### src/sv/sbrs_pkg.sv
// ----------------------------------------------------------------------------
// sbrs_pkg
// types, widths and helper functions of the swept box ray slab test unit
// ----------------------------------------------------------------------------
package sbrs_pkg;

	localparam int OffW  = 34;  // edge offsets and doubled start points
	localparam int DirW  = 32;
	localparam int DenW  = 32;  // direction magnitude
	localparam int HalfW = 17;  // low part of a split multiply
	localparam int ProdW = 66;
	localparam int QuoW  = 33;  // quotient bits per divide
	localparam int DvdW  = 64;
	localparam int FracW = 16;
	localparam int OutW  = 32;
	localparam int CtW   = 36;  // contact sum before halving

	typedef logic signed [OffW-1:0]  off_t;
	typedef logic signed [1:0]       tri_t;
	typedef logic signed [ProdW-1:0] prod_t;
	typedef logic signed [QuoW+1:0]  qs_t;

	localparam tri_t TriPos  = 2'sb01;
	localparam tri_t TriNeg  = 2'sb11;
	localparam tri_t TriZero = 2'sb00;

	localparam logic signed [OutW-1:0] SatMax = 32'sh7FFF_FFFF;
	localparam logic signed [OutW-1:0] SatMin = 32'sh8000_0000;

	// slab time: infinite marker or finite numerator over the axis direction magnitude
	typedef struct packed {
		tri_t inf;
		off_t n;
	} stime_t;

	typedef struct packed {
		logic   nan;
		stime_t nt;
		stime_t ft;
	} axis_t;

	typedef struct packed {
		logic            reject;
		stime_t          nx;
		stime_t          fx;
		stime_t          ny;
		stime_t          fy;
		logic [DenW-1:0] dxm;
		logic [DenW-1:0] dym;
		logic            dx_neg;
		logic            dy_neg;
		off_t            s2x;
		off_t            s2y;
	} slab_t;

	typedef struct packed {
		logic hit;
		logic tvalid;
		tri_t near_inf;
		logic near_neg;
		logic t_ovf;
		logic sel_x;
		tri_t nrm_x;
		tri_t nrm_y;
		logic oth_neg;
		qs_t  exact_q;
		off_t s2x;
		off_t s2y;
	} side_t;

	typedef struct packed {
		logic [DvdW-1:0] dvd_a;
		logic [DvdW-1:0] dvd_b;
		logic [DenW-1:0] dsr;
		side_t           side;
	} div_in_t;

	typedef struct packed {
		logic [QuoW-1:0] q_a;
		logic [QuoW-1:0] q_b;
		logic            rnz_a;
		logic            rnz_b;
		side_t           side;
	} div_out_t;

	function automatic tri_t sgn3(input off_t v);
		return (v == 0) ? TriZero : ((v < 0) ? TriNeg : TriPos);
	endfunction

	// near and far times of one axis, ordered
	function automatic axis_t slab_axis(input off_t nd, input off_t fd,
			input logic signed [DirW-1:0] dc);
		axis_t  r;
		stime_t a;
		stime_t b;
		logic   swap;
		if (dc == 0) begin
			a.inf = sgn3(nd);
			a.n   = '0;
			b.inf = sgn3(fd);
			b.n   = '0;
			r.nan = (nd == 0) || (fd == 0);
			swap  = a.inf > b.inf;
		end else begin
			a.inf = TriZero;
			b.inf = TriZero;
			a.n   = (dc < 0) ? -nd : nd;
			b.n   = (dc < 0) ? -fd : fd;
			r.nan = 1'b0;
			swap  = a.n > b.n;
		end
		r.nt = swap ? b : a;
		r.ft = swap ? a : b;
		return r;
	endfunction

	// order of two times given their cross-scaled numerators
	function automatic tri_t tcmp3(input tri_t ai, input tri_t bi,
			input prod_t pa, input prod_t pb);
		if (ai != TriZero || bi != TriZero)
			return (ai < bi) ? TriNeg : ((ai == bi) ? TriZero : TriPos);
		return (pa < pb) ? TriNeg : ((pa == pb) ? TriZero : TriPos);
	endfunction

	function automatic logic signed [OutW-1:0] sat32(input logic signed [CtW-1:0] v);
		if (v > CtW'(SatMax))
			return SatMax;
		if (v < CtW'(SatMin))
			return SatMin;
		return OutW'(v);
	endfunction

endpackage

### src/sv/sbrs_slab.sv
// ----------------------------------------------------------------------------
// sbrs_slab
// edge offsets of both axes, then ordered near and far slab times
// ----------------------------------------------------------------------------
module sbrs_slab import sbrs_pkg::*; (
	input  logic                   clk,
	input  logic                   arst_n,
	input  logic                   in_valid,
	output logic                   in_ready,
	input  logic                   cmd,
	input  logic signed [31:0]     origin_x,
	input  logic signed [31:0]     origin_y,
	input  logic        [30:0]     mover_w,
	input  logic        [30:0]     mover_h,
	input  logic signed [31:0]     dir_x,
	input  logic signed [31:0]     dir_y,
	input  logic signed [31:0]     box_x,
	input  logic signed [31:0]     box_y,
	input  logic        [30:0]     box_w,
	input  logic        [30:0]     box_h,
	output logic                   out_valid,
	input  logic                   out_ready,
	output slab_t                  out_data
);

	logic en1, en2;
	logic v_s1, v_s2;
	off_t ndx_s1, fdx_s1, ndy_s1, fdy_s1, s2x_s1, s2y_s1;
	logic signed [DirW-1:0] dx_s1, dy_s1;
	slab_t sl_s2;

	off_t ox, oy, bx, by, mw, mh, bw, bh;
	axis_t ax, ay;
	slab_t sl;

	assign en2      = !v_s2 || out_ready;
	assign en1      = !v_s1 || en2;
	assign in_ready = en1;

	assign ox = off_t'(origin_x);
	assign oy = off_t'(origin_y);
	assign bx = off_t'(box_x);
	assign by = off_t'(box_y);
	assign bw = off_t'(box_w);
	assign bh = off_t'(box_h);
	assign mw = cmd ? off_t'(mover_w) : '0;
	assign mh = cmd ? off_t'(mover_h) : '0;

	always_ff @(posedge clk or negedge arst_n) begin
		if (!arst_n) begin
			v_s1 <= 1'b0;
			v_s2 <= 1'b0;
		end else begin
			if (en1)
				v_s1 <= in_valid;
			if (en2)
				v_s2 <= v_s1;
		end
	end

	always_ff @(posedge clk) begin
		if (en1 && in_valid) begin
			ndx_s1 <= bx - ox - mw;
			fdx_s1 <= bx + bw - ox;
			ndy_s1 <= by + mh - oy;
			fdy_s1 <= by - bh - oy;
			// start point kept doubled so the mover centre stays exact
			s2x_s1 <= (ox <<< 1) + mw;
			s2y_s1 <= (oy <<< 1) - mh;
			dx_s1  <= dir_x;
			dy_s1  <= dir_y;
		end
	end

	always_comb begin
		ax        = slab_axis(ndx_s1, fdx_s1, dx_s1);
		ay        = slab_axis(ndy_s1, fdy_s1, dy_s1);
		sl.reject = (dx_s1 == 0 && dy_s1 == 0) || ax.nan || ay.nan;
		sl.nx     = ax.nt;
		sl.fx     = ax.ft;
		sl.ny     = ay.nt;
		sl.fy     = ay.ft;
		sl.dxm    = dx_s1[DirW-1] ? DenW'(-dx_s1) : DenW'(dx_s1);
		sl.dym    = dy_s1[DirW-1] ? DenW'(-dy_s1) : DenW'(dy_s1);
		sl.dx_neg = dx_s1[DirW-1];
		sl.dy_neg = dy_s1[DirW-1];
		sl.s2x    = s2x_s1;
		sl.s2y    = s2y_s1;
	end

	always_ff @(posedge clk) begin
		if (en2 && v_s1)
			sl_s2 <= sl;
	end

	assign out_valid = v_s2;
	assign out_data  = sl_s2;

endmodule

### config.mk
export PLATFORM = sky130hd
export DESIGN_NAME = sbrs_slab
export DESIGN_NICKNAME = d
export VERILOG_FILES = /design/src/sv/sbrs_pkg.sv /design/src/sv/sbrs_slab.sv
export SDC_FILE = /design/constraint.sdc
export NUM_CORES = 2
export LEC_CHECK = 0
export BUFFER_PORTS_ARGS = -buffer_cell sky130_fd_sc_hd__buf_2
export CORE_AREA = 5 5 300 229
export DETAILED_ROUTE_END_ITERATION = 6
export DIE_AREA = 0 0 305 234
export MAX_ROUTING_LAYER = met4
export PLACE_DENSITY = 0.81
export SLEW_MARGIN = 10
export SYNTH_ARGS = -nofsm -noshare
export SYNTH_HDL_FRONTEND = slang
export SYNTH_SLANG_ARGS = --single-unit
export TNS_END_PERCENT = 10
### constraint.sdc
create_clock -name clk -period 9.3 [get_ports clk]
set_input_delay 0.93 -clock clk [delete_from_list [all_inputs] [get_ports clk]]
set_output_delay 0.93 -clock clk [all_outputs]
set_load 0.05 [all_outputs]
==> out/qor.csv <==
stage,metric,value,unit
worst_setup_path,r2r_cells,18,
clock_tree,post-cts-setup-buffers,0,
clock_tree,clockBufferDepth,3,
pwr,intPower,6.179,mW
sta,clock_skew,19.43,ps
clock_tree,root_buffer,clkbuf_16,
sta,tightest_slew,1093,ps
placed_design,dpl.hpwl,86.39,mm
worst_setup_path,crit_buf_inv,2,
clock_tree,clkTransAtPathRegs,70,ps
worst_setup_path,rr_endpoint,out_data[247],
sta,period_needed,6999,ps
detailed_routing,drt_iter0_markers,2847,
hold_path,hp-class,input pin to async pin,
floorplanning,dieHeight,234,um
floorplanning,die-area,71370,um2
cells_and_area,fillers,5192,
sta,setup_tns,0,ps
placed_design,port_buffers,601,
clock_tree,cts_hold_buf,0,
worst_setup_path,critPathTopFamily,simple AND/OR/NAND/NOR gates,
grt,grtUsageMet3,7.070,%
synth,netlist_area,37490,um2
worst_setup_path,crit_path_top_delay_cell,a31oi_4,
grt,grt-ovfl-total,0,
sta,timing.final.setup_violations,0,
pwr,combPwrFrac,42.2,%
cells_and_area,final_nets,4889,
synth,synth_edf_count,547,
detailed_routing,wl_per_cell,21.21,um
sta,finalCritPeriodShare,75.26,%
floorplanning,start_util,57.00,%
synth,synth_common_cells,"547 x edfxtp_1, 445 x inv_1, 287 x nand2_1, 278 x ha_1, 270 x xnor2_1",
clock_tree,cts_resized,0,
synth,yosys.area.top_type_share,43.82,%
detailed_routing,drc,0,
floorplanning,coreArea,65770,um2
grt,busiest_layer,met1,
detailed_routing,dr.pass1.iters,6,
detailed_routing,drt-total-wl,108.4,mm
cells_and_area,area_growth,15.48,%
detailed_routing,via_per_inst,5.798,
synth,synth_nets,4305,
placed_design,globalplace.congestion,0.9622,
synth,ys_seq_area_share,43.95,%
grt,grt_pass1_vias,27710,
grt,grt_start_max_net_pins,158,
worst_setup_path,path_cells,or4_1 > or3_1 > or2_2 > nor3_1 > nand3_1 > o31ai_1 > xnor2_1 > inv_1 > ha_1 > nand2_1 > or3_1 > o21ai_0 > nor3_1 > a31oi_1 > o211ai_1 > a31oi_4 > buf_4 > o21ai_0,
job,max-cap-violations,0,
pwr,seq_power_share,35.9,%
synth,avgSynthCellArea,10.48,um2
clock_tree,numCtsBuffers,56,
sta,drv_slew,0,
sta,timing.slew.headroom,27.13,%
pwr,p_leak,19.12,nW
worst_setup_path,slowest_delay,790,ps
cells_and_area,multi_input_area,19040,um2
synth,yosysMostFrequentCell,edfxtp_1,
synth,ys_types,68,
floorplanning,die_w,305,um
grt,use_met2,42.98,%
worst_setup_path,ff2ff_setup_slack,2300,ps
synth,synth_flop_cell,edfxtp_1,
floorplanning,num_rows,82,
sta,whs,69.10,ps
pwr,peakVddDrop,202.2,uV
sta,fmax,142.9,MHz
worst_setup_path,critical_path.startpoint_type,flop,
clock_tree,cts_tree,yes,
worst_setup_path,cp.required,9640,ps
detailed_routing,ant_nets,0,
worst_setup_path,cp_max_fo,82,
synth,synth-seq-cells,549,
placed_design,dp_worst_setup_slack,2494,ps
synth,yosysTopAreaCell,edfxtp_1,
clock_tree,worstSkewPairLatency,630,ps
clock_tree,cts_sinks,549,
pwr,power_switching,4.225,mW
worst_setup_path,cp.arrival,7330,ps
worst_setup_path,end_kind,flop,
sta,hold_viol_final,0,
sta,setup_slack,2301,ps
grt,track_usage,30.11,%
worst_setup_path,reg2reg_from,fdx_s1[13],
sta,grt_setup_unrepaired,false,
synth,syn_inst,3578,
worst_setup_path,path_class,flop to flop,
clock_tree,htree_levels,2,
grt,antenna_found_initial,23,
floorplanning,ioPinCount,602,
synth,ys_warn_count,0,
grt,grt_pass1_wl,162.2,mm
synth,ys_top_cells_by_area,"edfxtp_1 44%, ha_1 9.3%, fa_1 6.8%",
cells_and_area,seq_area,16480,um2
grt,grt.met1_usage,43.79,%
synth,synthArstFlopShare,0.3643,%
pwr,powerDensity,240.3,nW/um2
pwr,netSwitchingFraction,40.61,%
detailed_routing,dr_total_vias,29640,
pwr,clockPowerShare,21.9,%
cells_and_area,drive_gt1_share,18.02,%
status,status,finished clean,
## sequential cells by signal, summed over array words and instances, names as in the netlist
name and flops:
fdy_s1 34, dx_s1 32, fdx_s1 34, v_s1 1, s2x_s1 34, s2y_s1 34
ndx_s1 34, out_data 279, dy_s1 32, ndy_s1 34, out_valid 1
## cells by family (layout without fill, tap and decap cells)
family | after synthesis | in the layout | synth area share (%)
multiplexers | 23 | 23 | 0.6142
AND/OR/NAND/NOR | 873 | 873 | 11.38
other | 0 | 24 | 0
buffers and inverters | 534 | 1163 | 5.354
flip-flops | 549 | 549 | 43.95
adder cells (fa/ha/maj) | 406 | 406 | 16.11
XOR/XNOR | 355 | 355 | 8.294
AO/OA/AOI/OAI | 838 | 838 | 14.29
## worst register-to-register path: stages (launching register included)
cell      delay [ps]
edfxtp_1         460
or4_1            620
or3_1            380
or2_2            360
nor3_1           400
nand3_1          250
o31ai_1          320
xnor2_1          220
inv_1             80
ha_1             340
nand2_1           60
or3_1            330
o21ai_0          460
nor3_1           130
a31oi_1          230
o211ai_1         240
a31oi_4          790
buf_4            740
o21ai_0          290
## area by class of cell
class / instances / share of cell area [%]
inverters: 445 / 3.859
clock inverters: 35 / 0.8555
flip-flops and latches: 549 / 38.06
diodes: 24 / 0.1387
repair buffers: 615 / 7.220
well taps: 882 / 2.549
clock buffers: 68 / 3.341
multi-input cells: 2495 / 43.98
## layer usage
| layer | wire (um) | share of wire (%) |
|---|---|---|
| met1 | 47880 | 44 |
| met2 | 46830 | 43 |
| met3 | 11190 | 10 |
| met4 | 2541 | 2.3 |
| met5 | 0 | 0 |
## power groups by stage
stage	clock, mW	sequential (mW)	combinational, mW
2_1_floorplan	0	4.68	2.31
3_3_place_gp	0	3.76	4.24
3_5_place_dp	0	3.78	4.33
4_1_cts	2.30	3.73	4.35
5_1_grt	2.42	3.78	4.77
6_report	2.28	3.74	4.39
## worst max path at each step
| stage | depth (start not counted) | end | start |
|---|---|---|---|
| after floorplan | 2 | dx_s1[0] | out_ready |
| after global placement | 18 | out_data[212] | fdx_s1[13] |
| after detailed placement | 18 | out_data[206] | fdx_s1[13] |
| after CTS | 18 | out_data[206] | fdx_s1[13] |
| after global routing | 19 | out_data[222] | fdx_s1[13] |
| final | 18 | out_data[247] | fdx_s1[13] |
## placed cells by master (no fill, tap or decap), drive strengths merged, types with 33 or more instances in the layout
cell / netlist / routed
or3: 36 / 36
o31ai: 59 / 59
buf: 10 / 615
nand2b: 61 / 61
a211oi: 51 / 51
nand2: 287 / 287
fa: 128 / 128
nor2: 168 / 168
nand3: 108 / 108
nor3: 37 / 37
xor2: 85 / 85
ha: 278 / 278
or2: 33 / 33
a21oi: 194 / 194
clkbuf: 79 / 68
o21a: 34 / 34
a21o: 111 / 111
inv: 445 / 448
o21ai: 229 / 229
xnor2: 270 / 270
edfxtp: 547 / 547
## per-stage QoR
step / util, % / power, mW / instance area [um2] / cells
floorplan: - / 6.989 / 37490 / 3578
global placement: 62.97 / 8.002 / 41410 / 4986
detailed placement: 62.97 / 8.104 / 41410 / 4986
CTS: 65.73 / 10.39 / 43230 / 5089
global route: 65.82 / 10.96 / 43280 / 5111
finish: 65.82 / 10.40 / 43290 / 5113
Note: power is estimated with default switching activity, not from simulation.
